<file path="src/hdl/pcrc64_pkg.sv">
// ----------------------------------------------------------------------------
// pcrc64_pkg: shared types, constants and functions of the CRC-64 engine
// Holds the register map, the queued operation and the bit-level CRC helpers.
// ----------------------------------------------------------------------------
`timescale 1ns / 1ps

package pcrc64_pkg;

  localparam int CrcWidth   = 64;
  localparam int ByteWidth  = 8;
  localparam int CountWidth = 32;
  localparam int CfgIdxWidth = 3;

  localparam logic [CrcWidth-1:0]   PolyReset   = 64'h42F0_E1EB_A9EA_3693;
  localparam logic [CrcWidth-1:0]   InitReset   = '0;
  localparam logic [CrcWidth-1:0]   XorOutReset = '0;
  localparam logic [CountWidth-1:0] CountMax    = '1;

  // Configuration register indexes.
  typedef enum logic [CfgIdxWidth-1:0] {
    REG_POLYNOMIAL    = 3'd0,
    REG_INITIAL_VALUE = 3'd1,
    REG_XOR_OUT       = 3'd2,
    REG_REFLECT_IN    = 3'd3,
    REG_REFLECT_OUT   = 3'd4
  } cfg_reg_e;

  // Item kinds as carried in the input tuser bit.
  typedef enum logic {
    OP_ABSORB  = 1'b0,
    OP_RESTART = 1'b1
  } op_kind_e;

  // One classified item waiting in the queue.
  typedef struct packed {
    op_kind_e             kind;
    logic [ByteWidth-1:0] data;
  } op_t;

  // Settings the back end needs while it executes items.
  typedef struct packed {
    logic [CrcWidth-1:0] polynomial;
    logic [CrcWidth-1:0] initial_value;
    logic [CrcWidth-1:0] xor_out;
    logic                reflect_out;
  } crc_cfg_t;

  function automatic logic [ByteWidth-1:0] flip8(input logic [ByteWidth-1:0] b);
    logic [ByteWidth-1:0] r;
    for (int i = 0; i < ByteWidth; i++) begin
      r[i] = b[ByteWidth-1-i];
    end
    return r;
  endfunction

  function automatic logic [CrcWidth-1:0] flip64(input logic [CrcWidth-1:0] v);
    logic [CrcWidth-1:0] r;
    for (int i = 0; i < CrcWidth; i++) begin
      r[i] = v[CrcWidth-1-i];
    end
    return r;
  endfunction

  // Absorbs one byte MSB first: eight shift steps with conditional XOR.
  function automatic logic [CrcWidth-1:0] crc_step8(input logic [CrcWidth-1:0]  crc,
                                                     input logic [ByteWidth-1:0] din,
                                                     input logic [CrcWidth-1:0]  poly);
    logic [CrcWidth-1:0] r;
    r = crc ^ {din, {(CrcWidth-ByteWidth){1'b0}}};
    for (int i = 0; i < ByteWidth; i++) begin
      if (r[CrcWidth-1]) begin
        r = {r[CrcWidth-2:0], 1'b0} ^ poly;
      end else begin
        r = {r[CrcWidth-2:0], 1'b0};
      end
    end
    return r;
  endfunction

endpackage

</file>
<file path="src/hdl/parametric_crc64_engine.sv">
// ----------------------------------------------------------------------------
// parametric_crc64_engine: configurable 64-bit CRC with reflection and final XOR
// Pipeline: two register stages, the queue and the output register; an accepted
// item goes from the queue to the output register, held there until taken.
// Throughput: one byte per cycle without stalls; the byte fold is combinational.
// Reset (rst, synchronous) restores the default polynomial and register values,
// clears the CRC register to the initial value, zeroes the count, and empties
// the queue and output stage.
// ----------------------------------------------------------------------------
`timescale 1ns / 1ps

// The engine follows the usual parameterized CRC model. Each input transaction
// either absorbs a message byte (tuser low) or restarts the computation
// (tuser high). Every transaction produces one output transaction with the
// finished CRC and the number of bytes absorbed since the last restart; the
// count saturates at its maximum while the CRC keeps absorbing.
//
// The front end accepts transactions, reflects the byte if reflect_in is set
// and parks the item in a two-entry queue. The back end pops one item per
// cycle whenever its output register is free or being drained, so input and
// output stall independently without loss of rate.
//
// Configuration writes are accepted every cycle and take effect at once; they
// do not touch the CRC register or the count. Indexes beyond the register map
// are ignored.

module parametric_crc64_engine (
  input  logic                                clk,
  input  logic                                rst,
  // Item input
  input  logic                                s_axis_tvalid,
  output logic                                s_axis_tready,
  input  logic [pcrc64_pkg::ByteWidth-1:0]    s_axis_tdata,  // [7:0] data_byte
  input  logic                                s_axis_tuser,  // [0] opcode
  // Result output
  output logic                                m_axis_tvalid,
  input  logic                                m_axis_tready,
  // [63:0] crc_value, [95:64] byte_count
  output logic [pcrc64_pkg::CrcWidth+pcrc64_pkg::CountWidth-1:0] m_axis_tdata,
  // Configuration write channel
  input  logic                                cfg_valid,
  output logic                                cfg_ready,
  input  logic [pcrc64_pkg::CfgIdxWidth-1:0]  cfg_index,
  input  logic [pcrc64_pkg::CrcWidth-1:0]     cfg_data
);
  import pcrc64_pkg::*;

  crc_cfg_t crc_cfg;
  logic     reflect_in;
  logic     q_valid;
  logic     q_ready;
  op_t      q_op;

  // The register file never stalls a write.
  assign cfg_ready = 1'b1;

  always_ff @(posedge clk) begin
    if (rst) begin
      crc_cfg.polynomial    <= PolyReset;
      crc_cfg.initial_value <= InitReset;
      crc_cfg.xor_out       <= XorOutReset;
      crc_cfg.reflect_out   <= 1'b0;
      reflect_in            <= 1'b0;
    end else if (cfg_valid && cfg_ready) begin
      case (cfg_reg_e'(cfg_index))
        REG_POLYNOMIAL:    crc_cfg.polynomial    <= cfg_data;
        REG_INITIAL_VALUE: crc_cfg.initial_value <= cfg_data;
        REG_XOR_OUT:       crc_cfg.xor_out       <= cfg_data;
        REG_REFLECT_IN:    reflect_in            <= cfg_data[0];
        REG_REFLECT_OUT:   crc_cfg.reflect_out   <= cfg_data[0];
        default: begin
        end
      endcase
    end
  end

  pcrc64_front u_front (
    .clk           (clk),
    .rst           (rst),
    .s_axis_tvalid (s_axis_tvalid),
    .s_axis_tready (s_axis_tready),
    .s_axis_tdata  (s_axis_tdata),
    .s_axis_tuser  (s_axis_tuser),
    .reflect_in    (reflect_in),
    .q_valid       (q_valid),
    .q_ready       (q_ready),
    .q_op          (q_op)
  );

  pcrc64_back u_back (
    .clk           (clk),
    .rst           (rst),
    .cfg           (crc_cfg),
    .q_valid       (q_valid),
    .q_ready       (q_ready),
    .q_op          (q_op),
    .m_axis_tvalid (m_axis_tvalid),
    .m_axis_tready (m_axis_tready),
    .m_axis_tdata  (m_axis_tdata)
  );

endmodule

</file>
<file path="src/hdl/pcrc64_front.sv">
// ----------------------------------------------------------------------------
// pcrc64_front: input side of the CRC-64 engine
// Accepts items, applies input reflection, and holds them in a two-entry queue.
// ----------------------------------------------------------------------------
`timescale 1ns / 1ps

module pcrc64_front (
  input  logic                            clk,
  input  logic                            rst,
  input  logic                            s_axis_tvalid,
  output logic                            s_axis_tready,
  input  logic [pcrc64_pkg::ByteWidth-1:0] s_axis_tdata,  // [7:0] data_byte
  input  logic                            s_axis_tuser,  // [0] opcode
  input  logic                            reflect_in,
  output logic                            q_valid,
  input  logic                            q_ready,
  output pcrc64_pkg::op_t                 q_op
);
  import pcrc64_pkg::*;

  op_t        entry [2];
  logic       wr_ptr;
  logic       rd_ptr;
  logic [1:0] count;
  logic       push;
  logic       pop;
  op_t        op_in;

  assign s_axis_tready = (count != 2'd2);
  assign q_valid       = (count != 2'd0);
  assign q_op          = entry[rd_ptr];
  assign push          = s_axis_tvalid && s_axis_tready;
  assign pop           = q_valid && q_ready;

  // Classify the item and put the byte in MSB-first order.
  always_comb begin
    op_in.kind = op_kind_e'(s_axis_tuser);
    op_in.data = reflect_in ? flip8(s_axis_tdata) : s_axis_tdata;
  end

  always_ff @(posedge clk) begin
    if (rst) begin
      wr_ptr <= 1'b0;
      rd_ptr <= 1'b0;
      count  <= 2'd0;
    end else begin
      if (push) begin
        wr_ptr <= ~wr_ptr;
      end
      if (pop) begin
        rd_ptr <= ~rd_ptr;
      end
      if (push && !pop) begin
        count <= count + 2'd1;
      end else if (pop && !push) begin
        count <= count - 2'd1;
      end
    end
  end

  always_ff @(posedge clk) begin
    if (push) begin
      entry[wr_ptr] <= op_in;
    end
  end

endmodule

</file>
<file path="src/hdl/pcrc64_back.sv">
// ----------------------------------------------------------------------------
// pcrc64_back: execution side of the CRC-64 engine
// Updates the CRC register and byte count and registers each finished result.
// ----------------------------------------------------------------------------
`timescale 1ns / 1ps

module pcrc64_back (
  input  logic                                clk,
  input  logic                                rst,
  input  pcrc64_pkg::crc_cfg_t                cfg,
  input  logic                                q_valid,
  output logic                                q_ready,
  input  pcrc64_pkg::op_t                     q_op,
  output logic                                m_axis_tvalid,
  input  logic                                m_axis_tready,
  // [63:0] crc_value, [95:64] byte_count
  output logic [pcrc64_pkg::CrcWidth+pcrc64_pkg::CountWidth-1:0] m_axis_tdata
);
  import pcrc64_pkg::*;

  logic [CrcWidth-1:0]   crc_register;
  logic [CrcWidth-1:0]   crc_register_next;
  logic [CountWidth-1:0] bytes_absorbed;
  logic [CountWidth-1:0] bytes_absorbed_next;
  logic [CrcWidth-1:0]   crc_finished;
  logic                  take;

  assign q_ready = !m_axis_tvalid || m_axis_tready;
  assign take    = q_valid && q_ready;

  always_comb begin
    case (q_op.kind)
      OP_RESTART: begin
        crc_register_next   = cfg.initial_value;
        bytes_absorbed_next = '0;
      end
      OP_ABSORB: begin
        crc_register_next   = crc_step8(crc_register, q_op.data, cfg.polynomial);
        bytes_absorbed_next = (bytes_absorbed == CountMax) ? bytes_absorbed
                                                           : bytes_absorbed + 32'd1;
      end
      default: begin
        crc_register_next   = crc_register;
        bytes_absorbed_next = bytes_absorbed;
      end
    endcase
    crc_finished = (cfg.reflect_out ? flip64(crc_register_next) : crc_register_next)
                   ^ cfg.xor_out;
  end

  always_ff @(posedge clk) begin
    if (rst) begin
      crc_register   <= InitReset;
      bytes_absorbed <= '0;
      m_axis_tvalid  <= 1'b0;
    end else begin
      if (take) begin
        crc_register   <= crc_register_next;
        bytes_absorbed <= bytes_absorbed_next;
        m_axis_tvalid  <= 1'b1;
      end else if (m_axis_tready) begin
        m_axis_tvalid  <= 1'b0;
      end
    end
  end

  always_ff @(posedge clk) begin
    if (take) begin
      m_axis_tdata <= {bytes_absorbed_next, crc_finished};
    end
  end

endmodule

</file>
<file path="config.mk">
export PLATFORM = sky130hd
export DESIGN_NAME = parametric_crc64_engine
export DESIGN_NICKNAME = d
export VERILOG_FILES = /design/src/hdl/pcrc64_pkg.sv /design/src/hdl/parametric_crc64_engine.sv /design/src/hdl/pcrc64_front.sv /design/src/hdl/pcrc64_back.sv
export SDC_FILE = /design/constraint.sdc
export NUM_CORES = 1
export LEC_CHECK = 0
export ABC_CLOCK_PERIOD_IN_PS = 5600
export BUFFER_PORTS_ARGS = -buffer_cell sky130_fd_sc_hd__buf_2
export CAP_MARGIN = 20
export CORE_ASPECT_RATIO = 0.9
export CORE_MARGIN = 4
export CORE_UTILIZATION = 62
export CTS_CLUSTER_DIAMETER = 200
export DETAILED_ROUTE_END_ITERATION = 12
export PLACE_DENSITY = 0.78
export SLEW_MARGIN = 30
export SYNTH_ARGS = -nofsm -noshare
export SYNTH_HDL_FRONTEND = slang
export SYNTH_SLANG_ARGS = --single-unit
</file>
<file path="constraint.sdc">
create_clock -name clk -period 5.6 [get_ports clk]
set_input_delay 1.12 -clock clk [delete_from_list [all_inputs] [get_ports clk]]
set_output_delay 1.12 -clock clk [all_outputs]
set_load 0.01 [all_outputs]
</file>
### Word-level counts from Yosys, hierarchy flattened

Memories as Yosys holds them, arrays and structs flattened. A register that Yosys moved wholly into a read port is not among the register bits.
Cells that the tools add are included.

| cells by class | value |
|---|---|
| add/sub/neg operators | 3 |
| equal/unequal tests | 6 |
| multiplexer cells | 28 |
| bitwise operators | 13 |
| reductions and logical operators | 17 |

Operators by type and width:

| cell | count |
|---|---|
| 2-to-1 mux 64 bit | 16 |
| XOR 64 bit | 10 |
| case mux 64 bit (2 select lines) | 1 |
| case mux 32 bit (2 select lines) | 1 |
| adder 32 x 1 -> 32 bit (second input constant) | 1 |
| == test 32 bit (second input constant) | 1 |
| 2-to-1 mux 32 bit | 1 |
| AND reduction 2 bit | 5 |
| 2-to-1 mux 8 bit | 1 |
| == test 3 x 2 -> 1 bit (second input constant) | 2 |
| 2-to-1 mux 1 bit | 6 |
| nonzero test 2 bit | 3 |
| logical AND 1 bit | 4 |
| 2-to-1 mux 2 bit | 2 |
| == test 3 x 1 -> 1 bit (second input constant) | 1 |
| == test 3 bit (second input constant) | 1 |
| logical NOT 1 bit | 3 |
| logical NOT 3 bit | 1 |
| inverter 1 bit | 3 |
| adder 2 x 1 -> 2 bit (second input constant) | 1 |
| != test 2 bit (second input constant) | 1 |
| subtractor 2 x 1 -> 2 bit (second input constant) | 1 |
| logical OR 1 bit | 1 |

| word-level totals | value |
|---|---|
| register bits | 391 |
| RAM bits | 18 |
| output and inout port bits | 99 |
| logic and storage cells | 80 |
| memories kept | 1 |

Memory list:

| memory | words | width | read ports | clocked after memory_dff | write ports | line | text |
|---|---|---|---|---|---|---|---|
| u_front.entry | 2 | 9 | 1 | 1 | 1 | pcrc64_front.sv:21 | `op_t entry [2];` |

### Logic depth before layout (Yosys ltp)

Gate-level depths: netlist of the first run.

| depth | value |
|---|---|
| depth in word-level cells | 27 |
| gate-level depth with buffers | 20 |

### Cells and area by module

From an unflattened synthesis of the first run, not the netlist that was laid out.

| unflattened totals | value |
|---|---|
| cells, all modules | 3061 |
| area total of the unflattened synthesis | 26486.7 µm² |

Modules (own cells, without submodules):

| module | times used | cells an instance | area each (µm²) |
|---|---|---|---|
| pcrc64_back | 1 | 2258 | 17641.9 |
| parametric_crc64_engine | 1 | 742 | 7880.1 |
| pcrc64_front | 1 | 61 | 964.7 |

### Least setup slack after synthesis of the first run

OpenSTA, ideal clock, no wires.

| timing path | value |
|---|---|
| path type | input to register |
| start | in m_axis_tready |
| end | reg u_back.m_axis_tdata[0] in the netlist's numbering (enable) |
| setup time | 0.498 ns |
| arrival | 4.274 ns |
| data required time | 5.102 ns |
| setup slack | 0.828 ns |
| cell stages on the path | 4 |
| path buffers | 1 |
| cell sequence | nand2b_1 -> o21ai_0 -> inv_2 -> clkbuf_1 |

| on the way | value |
|---|---|
| cells in the longest elaborated chain, start to end | 2 |

Ends and longest elaborated chain:

| element | line | text |
|---|---|---|
| start, declared | parametric_crc64_engine.sv:37 | `input logic m_axis_tready,` |
| logical OR 1 bit | pcrc64_back.sv:28 | `assign q_ready = !m_axis_tvalid \|\| m_axis_tready;` |
| logical AND 1 bit | pcrc64_back.sv:29 | `assign take = q_valid && q_ready;` |
| named net u_back.take | pcrc64_back.sv:26 | `logic take;` |
| end signal, assigned | pcrc64_back.sv:69 | `m_axis_tdata <= {bytes_absorbed_next, crc_finished};` |
| end, declared | pcrc64_back.sv:17 | `output logic [pcrc64_pkg::CrcWidth+pcrc64_pkg::CountWidth-1:0] m_axis_tdata` |

The timed path passes the listed nets, and every way through them passes these cells.
A chain may end at the register's enable or synchronous reset.

==> results of run 1 <==
## routing by layer
layer / up-vias / share of wire, % / routed length, microns / global-route usage [%]
met5: - / 0.017 / 13 / 0
met4: 2 / 3.5 / 2700 / 11.4
met3: 190 / 8.9 / 6840 / 5.54
met2: 1076 / 45 / 34800 / 50.9
met1: 11000 / 42 / 32500 / 45.8
li1: 10700 / - / - / -
## sequential cells by signal, indices dropped and copies added (netlist names), named ones only
register / cells
crc_cfg: 193
u_front.wr_ptr: 1
u_front.count: 2
u_front.entry: 18
u_back.crc_register: 64
u_front.rd_ptr: 1
reflect_in: 1
u_back.m_axis_tvalid: 1
u_back.m_axis_tdata: 96
u_back.bytes_absorbed: 32
## synth_stat cells (28+ instances only)
library cell	n
sky130_fd_sc_hd__nor2_1	208
sky130_fd_sc_hd__o221ai_1	30
sky130_fd_sc_hd__edfxtp_1	114
sky130_fd_sc_hd__xor2_1	95
sky130_fd_sc_hd__a211oi_1	91
sky130_fd_sc_hd__o311ai_0	28
sky130_fd_sc_hd__inv_1	36
sky130_fd_sc_hd__or3_1	31
sky130_fd_sc_hd__a21boi_1	28
sky130_fd_sc_hd__mux2i_1	135
sky130_fd_sc_hd__nor3b_2	28
sky130_fd_sc_hd__xnor3_1	63
sky130_fd_sc_hd__clkbuf_1	222
sky130_fd_sc_hd__nor3_2	31
sky130_fd_sc_hd__buf_1	32
sky130_fd_sc_hd__a21oi_1	264
sky130_fd_sc_hd__xnor2_1	336
sky130_fd_sc_hd__nand2_1	685
sky130_fd_sc_hd__o211ai_1	64
sky130_fd_sc_hd__dfxtp_1	296
sky130_fd_sc_hd__nand3_1	59
## layout by cell type (no fill, tap or decap), types with 5 or more instances in the layout
master and instances:
sky130_fd_sc_hd__a211oi_1 91, sky130_fd_sc_hd__nand3b_1 19, sky130_fd_sc_hd__nand4_1 16, sky130_fd_sc_hd__or3_1 31, sky130_fd_sc_hd__buf_2 177, sky130_fd_sc_hd__xnor3_1 63, sky130_fd_sc_hd__a31oi_1 6, sky130_fd_sc_hd__clkbuf_1 13
sky130_fd_sc_hd__nor3_2 31, sky130_fd_sc_hd__nand2b_1 5, sky130_fd_sc_hd__clkbuf_16 42, sky130_fd_sc_hd__buf_12 16, sky130_fd_sc_hd__dfxtp_1 294, sky130_fd_sc_hd__mux2_2 10, sky130_fd_sc_hd__o21a_1 6, sky130_fd_sc_hd__nor2_1 203
sky130_fd_sc_hd__buf_4 54, sky130_fd_sc_hd__a21o_1 6, sky130_fd_sc_hd__o211ai_1 64, sky130_fd_sc_hd__a21oi_1 263, sky130_fd_sc_hd__clkbuf_8 9, sky130_fd_sc_hd__o221ai_1 30, sky130_fd_sc_hd__nand3_1 58, sky130_fd_sc_hd__o21ai_0 15
sky130_fd_sc_hd__edfxtp_1 114, sky130_fd_sc_hd__o311ai_0 28, sky130_fd_sc_hd__a21boi_1 28, sky130_fd_sc_hd__nor3b_2 28, sky130_fd_sc_hd__mux2i_1 134, sky130_fd_sc_hd__xnor2_1 335, sky130_fd_sc_hd__xor2_1 95, sky130_fd_sc_hd__and2_1 6
sky130_fd_sc_hd__and3_1 7, sky130_fd_sc_hd__nor3_1 11, sky130_fd_sc_hd__clkinv_2 6, sky130_fd_sc_hd__nand2_1 683, sky130_fd_sc_hd__inv_1 36, sky130_fd_sc_hd__a211o_1 19
## timing repair
item | in CTS | in global routing
buffers inserted | 0 | 2
endpoints found under the setup margin | 0 | 44
gates resized for setup | 0 | 6
## logic make-up (layout without fill, tap and decap cells)
family | count (synthesis) | count (layout) | share of synthesized area (%)
buf+inv | 325 | 365 | 4.93
compound gates | 601 | 601 | 15.0
flops | 410 | 410 | 35.2
other cells | 1 | 1 | 0.0141
mux | 147 | 147 | 5.69
xor+xnor | 496 | 496 | 19.7
fa+ha+maj | 2 | 2 | 0.0943
simple gates | 1132 | 1132 | 19.3
## critical path: cells and delay by family, from the launching register on
| kind | cells | cell delay (ps) |
|---|---|---|
| AND/OR/NAND/NOR | 7 | 1830 |
| XOR/XNOR | 4 | 1130 |
| multiplexers | 3 | 1000 |
| flip-flops | 1 | 460 |
| buffers and inverters | 2 | 450 |
| AO/OA/AOI/OAI | 1 | 200 |
## area by class of cell
type                       count  area [sq um]  share of cell area (%)
clock inverter                15           203                   0.693
inverter                      37           151                   0.518
multi-input combinational   2379         16000                    54.6
clock buffer                  63          1210                    4.14
tap                          547           684                    2.34
sequential                   410          9360                    32.0
timing repair buffer         250          1660                    5.69
## worst paths after layout
kind | slack (ps) | depth (start not counted) | to
max | 240 | 17 | u_back.m_axis_tdata[60]
min | 450 | 2 | crc_cfg[100]
max reg2reg | 240 | 17 | u_back.m_axis_tdata[60]
min reg2reg | 450 | 2 | crc_cfg[100]
## stage by stage
stage	utilization, %	instances	worst slack, ps	hold WS, ps
after floorplan	-	3114	828	431
after global placement	66.1	3620	325	437
after detailed placement	66.1	3620	240	446
after CTS	69.4	3698	177	454
after global routing	69.6	3701	2.39	478
final	69.6	3701	239	455
==> metrics.csv, run 1 <==
metric;value;unit
run status;completed;
Total Die Area;46200;sq um
H-tree level count;2;
unrepaired setup endpoints after global routing;no;
clock net sink count;410;
first-pass GRT wire length;122000;microns
Post-synth EDFFs;114;
die height;204;microns
number of nets at the end of the flow;3203;
violation count after the first detailed-routing iteration;2553;
HPWL reported at the end of detailed placement;51000;microns
largest net degree at the start of global routing;155;
routed via count divided by cell count;6.19;
Worst Hold Class;register to register;
clock slew at reported path FFs;60;ps
category of the worst setup path launch point;register;
Req. time, crit path;5900;ps
Critical-path top delay cell;sky130_fd_sc_hd__or4_4;
launch point of the worst hold path;crc_cfg[100];
growth of design area from synthesis to finish;10.3;%
clock tree from TritonCTS;done;
Post-Route WL;76800;microns
number of slew-limit violations in the final report;0;
worst relative slew slack;33.8;%
overall via count from detail_route;22900;
gp weighted congestion;0.916;
worst setup path class;register to register;
total CTS buffers;42;
most used flip-flop cell after synthesis;sky130_fd_sc_hd__dfxtp_1;
residual antenna-violating net count after detailed routing;0;
sum of negative setup slack;0;ps
number of inserted diodes;0;
sum of overflow across all layers after global routing;0;
DP Area;27800;sq um
FFs w/ async S/R, synth;0;%
Residual DRC;0;
area fraction of the dominant cell type after synthesis;22.3;%
Root Buffer Master;sky130_fd_sc_hd__clkbuf_16;
average wire per cell in the routed design;20.8;microns
critical path capture point type;register;
core area;42000;sq um
maximum number of buffers from clock root to sink;3;
number of flip-flops and latches in the synthesized netlist;410;
number of global-route vias before repair;22200;
count of final hold-check violations;0;
cell chain of the critical path;mux2i_4 > xor2_2 > nor3_1 > or4_4 > nand2_1 > nand4_1 > nand4_1 > buf_4 > o2111ai_4 > buf_4 > or3_1 > nand3_1 > xnor2_1 > xnor3_1 > mux2i_1 > mux2i_1 > xor2_1;
site row count;71;
overall die width;226;microns
number of buffers added to fix hold violations after cts;0;
number of antenna violations at the first check in global routing;1;
transition time at the pin with the least slew margin;994;ps
final standard cell area without fillers;29300;sq um
sequential share of the synthesized area;35.2;%
count of input and output buffers;178;
top cells by area, synth;sky130_fd_sc_hd__dfxtp_1, sky130_fd_sc_hd__edfxtp_1, sky130_fd_sc_hd__xnor2_1, sky130_fd_sc_hd__nand2_1, sky130_fd_sc_hd__xnor3_1;
post-synthesis area per instance;8.52;sq um
distinct cell type count of the synthesized netlist;73;
setup skew after layout;23.8;ps
Final Cycle Share;95.7;%
slowest stage delay, CP;480;ps
leading area contributor after synthesis;sky130_fd_sc_hd__dfxtp_1;
Top Ports;180;
Final Critical Period;5360;ps
clock latency on the worst-skew pair;580;ps
Initial Util;63.1;%
combined area of all synthesized cells;26500;sq um
# Max-Cap Violations;0;
Filler Cells Inserted;3239;
layout cell share with drive strength beyond 1;13.7;%
Post-Syn Instances;3114;
Mapped Nets;3197;
Crit Path Max Fanout;9;
f_max;187;MHz
Final setup violation count;0;
yosys warns;0;
combined global-route utilization of all metal layers;32.5;%
data arrival time of the critical path;5660;ps
number of search-and-repair iterations in the first detailed-routing pass;6;
Power of run 1 is left out: the tool's default activity adds up to more than one toggle a clock period on the data nets, which glitch-free logic cannot reach.
==> run 2, diff against run 1 <==
Settings changed: CORE_UTILIZATION 62 to 36, CTS_CLUSTER_DIAMETER 200 to 40, PLACE_DENSITY 0.78 to 0.49, SYNTH_HIERARCHICAL from default to 1.
==> run 2 against run 1 <==
  * Routed wire length up 2.9%
  * Sequential share of layout area down 1.8 points
  * Highest routed layer is now met4
  * Critical endpoint is now u_back/m_axis_tdata[52]
  * Worst hold slack better by 22 ps
==> metrics.csv, run 2 <==
metric;value;unit
most used cells in the layout excluding fill and tap cells;sky130_fd_sc_hd__xnor2_1, sky130_fd_sc_hd__nand2_1, sky130_fd_sc_hd__mux2i_1;
Top Usage Layer GRT;met2;
average wire per cell in the routed design;19.1;microns
core area;73000;sq um
number of buffers added to fix hold violations after cts;0;
Post-synth top cells;sky130_fd_sc_hd__xnor2_1, sky130_fd_sc_hd__nand2_1, sky130_fd_sc_hd__mux2i_1;
count of input and output buffers;178;
Post-Route WL;79100;microns
number of instances on the worst hold path;2;
Residual DRC;0;
combined area of all synthesized cells;26500;sq um
number of slew-limit violations in the final report;0;
number of nets at the end of the flow;3184;
Root Buffer Master;sky130_fd_sc_hd__clkbuf_16;
largest net degree at the start of global routing;137;
gp weighted congestion;0.825;
r2r endpoint;u_back/m_axis_tdata[52];
worst relative slew slack;33.8;%
clock latency on the worst-skew pair;630;ps
die height;265;microns
Final Critical Period;5400;ps
Final Cycle Share;96.5;%
most common library cell in the layout ignoring fill and taps;sky130_fd_sc_hd__xnor2_1;
number of search-and-repair iterations in the first detailed-routing pass;5;
first-pass GRT wire length;123000;microns
violation count after the first detailed-routing iteration;1277;
overall via count from detail_route;21000;
maximum number of buffers from clock root to sink;3;
flip-flop count of the largest register after layout;193;
Filler Cells Inserted;7046;
growth of design area from synthesis to finish;16.9;%
f_max;185;MHz
reg-to-reg setup timing slack;200;ps
area fraction of the dominant cell type after synthesis;22.4;%
routed via count divided by cell count;5.09;
launch point of the worst hold path;crc_cfg[65];
clock slew at reported path FFs;50;ps
worst hold margin;477;ps
Final setup violation count;0;
clock tree from TritonCTS;done;
clock net sink count;410;
sink of the worst hold path;crc_cfg[65];
category of the worst setup path launch point;register;
Crit Path Max Fanout;29;
Final WS setup;198;ps
grt met1 use;28.0;%
Regs by FF count;crc_cfg: 193 flops, u_back/m_axis_tdata: 96 flops, u_back/crc_register: 64 flops;
sum of negative setup slack;0;ps
site row count;94;
depth of the most critical reg-to-reg path;17;
number of antenna violations at the first check in global routing;1;
combined global-route utilization of all metal layers;19.8;%
met2 capacity usage during global routing;31.6;%
number of inserted diodes;0;
worst setup path class;register to register;
data arrival time of the critical path;5820;ps
overall die width;294;microns
Top Ports;180;
critical path capture point type;register;
leading area contributor after synthesis;sky130_fd_sc_hd__dfxtp_1;
# Max-Cap Violations;0;
number of flip-flops and latches in the synthesized netlist;410;
FFs w/ async S/R, synth;0;%
Post-synth EDFFs;114;
number of global-route vias before repair;20800;
yosys warns;6;
register containing the most flip-flops in the final layout;crc_cfg;
H-tree level count;3;
residual antenna-violating net count after detailed routing;0;
Initial Util;36.3;%
transition time at the pin with the least slew margin;994;ps
layout cell share with drive strength beyond 1;13.8;%
HPWL reported at the end of detailed placement;51300;microns
Global Route met3 Usage;3.00;%
Setup WS pre-CTS;44.3;ps
sum of overflow across all layers after global routing;0;
most used flip-flop cell after synthesis;sky130_fd_sc_hd__dfxtp_1;
number of placed instances with taps included;3974;
Req. time, crit path;6020;ps
run status;completed;
distinct cell type count of the synthesized netlist;68;
post-synthesis area per instance;8.65;sq um
sequential share of the synthesized area;35.3;%
Total Die Area;78000;sq um
Post-Syn Instances;3061;
top cells by area, synth;sky130_fd_sc_hd__dfxtp_1, sky130_fd_sc_hd__xnor2_1, sky130_fd_sc_hd__edfxtp_1, sky130_fd_sc_hd__mux2i_1, sky130_fd_sc_hd__nand2b_1;
count of final hold-check violations;0;
top-count cell post-synth;sky130_fd_sc_hd__xnor2_1;
setup skew after layout;30.0;ps
Worst Hold Class;register to register;
Mapped Nets;3144;
total CTS buffers;81;
Layout Cells excl Fill;4129;
## run 2: how the worst max path moves through the flow
stage                               to  slack, ps  depth (start not counted)     startpoint
2_1_floorplan   u_back/m_axis_tdata[0]        580                          5  m_axis_tready
3_3_place_gp   u_back/m_axis_tdata[49]        170                         18       register
3_5_place_dp   u_back/m_axis_tdata[49]         40                         18       register
4_1_cts        u_back/m_axis_tdata[52]         10                         18       register
5_1_grt        u_back/m_axis_tdata[52]        -60                         17       register
6_report       u_back/m_axis_tdata[52]        200                         17       register
## run 2: routing by layer
metal  wire length, microns  up-vias
met5                      0        -
met4                   1930        0
met3                   3650      117
met2                  36000      493
met1                  37400    10100
li1                       -    10300
## run 2: stage by stage
step	cell area (sq um)	util [%]
3_5_place_dp	28000	38.3
4_1_cts	30800	42.2
2_1_floorplan	26500	-
3_3_place_gp	28000	38.3
5_1_grt	31000	42.4
6_report	31000	42.4
## run 2: logic make-up after synthesis
logic type / after synthesis / share of synthesized area [%]
XOR/XNOR: 602 / 20.2
flip-flops: 410 / 35.3
adder cells (fa/ha/maj): 2 / 0.0945
AND/OR/NAND/NOR: 1119 / 19.6
buffers and inverters: 287 / 4.64
AO/OA/AOI/OAI: 307 / 7.50
other: 1 / 0.0142
multiplexers: 333 / 12.7
## run 2: critical path, cell delays in order (launching register included)
cell	delay (ps)
sky130_fd_sc_hd__dfxtp_1	410
sky130_fd_sc_hd__buf_4	190
sky130_fd_sc_hd__mux2_2	410
sky130_fd_sc_hd__xnor2_4	300
sky130_fd_sc_hd__xnor2_4	180
sky130_fd_sc_hd__mux2_4	330
sky130_fd_sc_hd__a2111oi_2	400
sky130_fd_sc_hd__nor3_1	130
sky130_fd_sc_hd__o21a_1	230
sky130_fd_sc_hd__or2_1	250
sky130_fd_sc_hd__o2111a_1	320
sky130_fd_sc_hd__or4_2	690
sky130_fd_sc_hd__buf_6	240
sky130_fd_sc_hd__nand3_1	130
sky130_fd_sc_hd__xnor2_1	200
sky130_fd_sc_hd__nor2_1	110
sky130_fd_sc_hd__a211oi_2	350
sky130_fd_sc_hd__xor2_2	320
## run 2: area by class of cell
cell class              count  area, sq um  area share, %
clock buffers              91         2150           6.94
repair buffers            226         1360           4.39
multi-input cells        2364        16100           52.1
inverters                  18         75.1          0.243
well taps                 960         1200           3.88
flip-flops and latches    410         9350           30.2
clock inverters            60          699           2.26
## run 2: what timing repair did
action                     CTS  global route
setup endpoints to repair    0            48
gates resized for setup      0            18
buffers inserted             0             4
Power of run 2 is left out for the same reason.
==> run 3, diff against run 2 <==
==> constraint.sdc (replaced) <==
create_clock -name clk -period 5.6 [get_ports clk]
set_input_delay 0.28 -clock clk [delete_from_list [all_inputs] [get_ports clk]]
set_output_delay 0.28 -clock clk [all_outputs]
set_load 0.01 [all_outputs]
==> run 3 against run 2 <==
  * Cell count grew 1.3%
  * Worst setup slack better by 9.5 ps
  * Routed wire length is 0.26% lower
  * Highest routed layer unchanged
  * Worst hold slack got worse by 460 ps
  * Largest cell class unchanged
  * First-iteration DRC count rose by 6.3%
  * Fmax is 0.18% higher
  * Utilization rose by 0.66 points
  * Critical path depth stayed put
==> metrics.csv, run 3 (synthesis results as in run 2) <==
metric;value;unit
run status;completed;
data arrival time of the critical path;5750;ps
worst setup path class;register to register;
Top Ports;180;
slowest stage delay, CP;680;ps
CP delay by family, top;compound AO/OA/AOI/OAI gates;
layout cell share with drive strength beyond 1;13.1;%
first-pass GRT wire length;123000;microns
FF+latch area;9350;sq um
Total Die Area;78000;sq um
Crit Path Max Fanout;29;
Final Cycle Share;96.3;%
clock tree from TritonCTS;done;
largest net degree at the start of global routing;138;
Filler Cells Inserted;7014;
growth of design area from synthesis to finish;18.7;%
overall via count from detail_route;21200;
Final setup violation count;0;
die height;265;microns
Post-Route WL;78900;microns
clock latency on the worst-skew pair;630;ps
clock net sink count;410;
sum of negative setup slack;0;ps
sink of the worst hold path;crc_cfg[42];
register containing the most flip-flops in the final layout;crc_cfg;
flip-flop count of the largest register after layout;193;
Req. time, crit path;5960;ps
depth of the most critical reg-to-reg path;17;
site row count;94;
reg-to-reg setup timing slack;210;ps
category of the worst setup path launch point;register;
number of global-route vias before repair;21200;
number of placed instances with taps included;3973;
Critical Path Most Common Cell;sky130_fd_sc_hd__buf_4;
violation count after the first detailed-routing iteration;1357;
combined global-route utilization of all metal layers;19.7;%
number of antenna violations at the first check in global routing;2;
Setup WS pre-CTS;172;ps
sum of overflow across all layers after global routing;0;
Layout Cells excl Fill;4181;
count of final hold-check violations;0;
Initial Util;36.3;%
Regs by FF count;crc_cfg: 193 flops, u_back/m_axis_tdata: 96 flops, u_back/crc_register: 64 flops;
Final Critical Period;5390;ps
HPWL reported at the end of detailed placement;51600;microns
most common library cell in the layout ignoring fill and taps;sky130_fd_sc_hd__xnor2_1;
Root Buffer Master;sky130_fd_sc_hd__clkbuf_16;
setup skew after layout;31.2;ps
transition time at the pin with the least slew margin;949;ps
number of buffer and inverter instances along the worst setup path;2;
total CTS buffers;82;
most used cells in the layout excluding fill and tap cells;sky130_fd_sc_hd__xnor2_1, sky130_fd_sc_hd__nand2_1, sky130_fd_sc_hd__mux2i_1;
count of input and output buffers;178;
number of search-and-repair iterations in the first detailed-routing pass;5;
multi-input logic area;16100;sq um
number of slew-limit violations in the final report;0;
Worst Hold Class;input pin to register;
worst relative slew slack;36.7;%
average wire per cell in the routed design;18.9;microns
core area;73000;sq um
# Max-Cap Violations;0;
r2r endpoint;u_back/m_axis_tdata[49];
launch point of the worst hold path;cfg_data[41];
routed via count divided by cell count;5.07;
gp weighted congestion;0.847;
overall die width;294;microns
number of instances on the worst hold path;3;
Residual DRC;0;
Critical-path top delay cell;sky130_fd_sc_hd__or4_2;
maximum number of buffers from clock root to sink;3;
number of nets at the end of the flow;3233;
cell chain of the critical path;buf_4 > mux2_2 > xnor2_4 > xnor2_2 > mux2_4 > a2111oi_2 > nor3_1 > o21a_1 > or2_1 > o2111a_1 > or4_2 > buf_4 > nand3_1 > xnor2_1 > nor2_1 > a211oi_1 > xor2_1;
critical path capture point type;register;
clock slew at reported path FFs;60;ps
residual antenna-violating net count after detailed routing;0;
H-tree level count;3;
unrepaired setup endpoints after global routing;no;
f_max;185;MHz
Final WS setup;207;ps
Final Util;43.0;%
run 3: cell types whose count changed in the layout (fill, tap and decap cells not counted), sizes merged:
cell,before,now
clkinvlp,10,8
dlygate4sd3,0,51
clkinv,26,23
clkbuf,91,103
inv,34,31
buf,226,223
bufinv,8,7
diode,0,1
run 3: repair_timing:
action                     CTS  global route
buffers inserted             0             1
hold buffers                51             0
hold endpoints to repair   131             0
setup endpoints to repair    0            22
gates resized for setup      0            12
run 3: area by class of cell:
class | count | share of cell area [%]
Antenna cell | 1 | 0.00796
Clock inverter | 51 | 1.94
Multi-Input combinational cell | 2364 | 51.1
Clock buffer | 103 | 7.25
Tap cell | 960 | 3.82
Sequential cell | 410 | 29.7
Inverter | 18 | 0.239
Timing Repair Buffer | 274 | 5.85
run 3: stage by stage:
stage / instance area [sq um] / hold slack, ps
6_report: 31400 / 16.2
5_1_grt: 31400 / 16.3
4_1_cts: 31300 / 0.0141
3_5_place_dp: 27900 / 471
3_3_place_gp: 27900 / 461
2_1_floorplan: 26500 / 349
run 3: layer usage:
metal	track usage, %	wire length (microns)	vias up
li1	-	-	10400
met1	27.2	37400	10200
met2	31.8	36200	470
met3	2.96	3190	124
met4	6.15	2030	0
met5	0	0	-
run 3: tightest hold or removal path: stages:
cell and delay [ps]:
sky130_fd_sc_hd__buf_2 80, sky130_fd_sc_hd__nand2b_1 100, sky130_fd_sc_hd__mux2i_1 130
run 3: worst max-delay path by stage:
stage	to	slack, ps	cells past startpoint
6_report	u_back/m_axis_tdata[49]	210	17
3_5_place_dp	u_back/m_axis_tdata[6]	170	17
3_3_place_gp	u_back/m_axis_tdata[6]	230	17
4_1_cts	u_back/m_axis_tdata[6]	160	17
2_1_floorplan	u_back/m_axis_tdata[39]	970	18
5_1_grt	u_back/m_axis_tdata[55]	5	17
Power of run 3 is left out for the same reason.
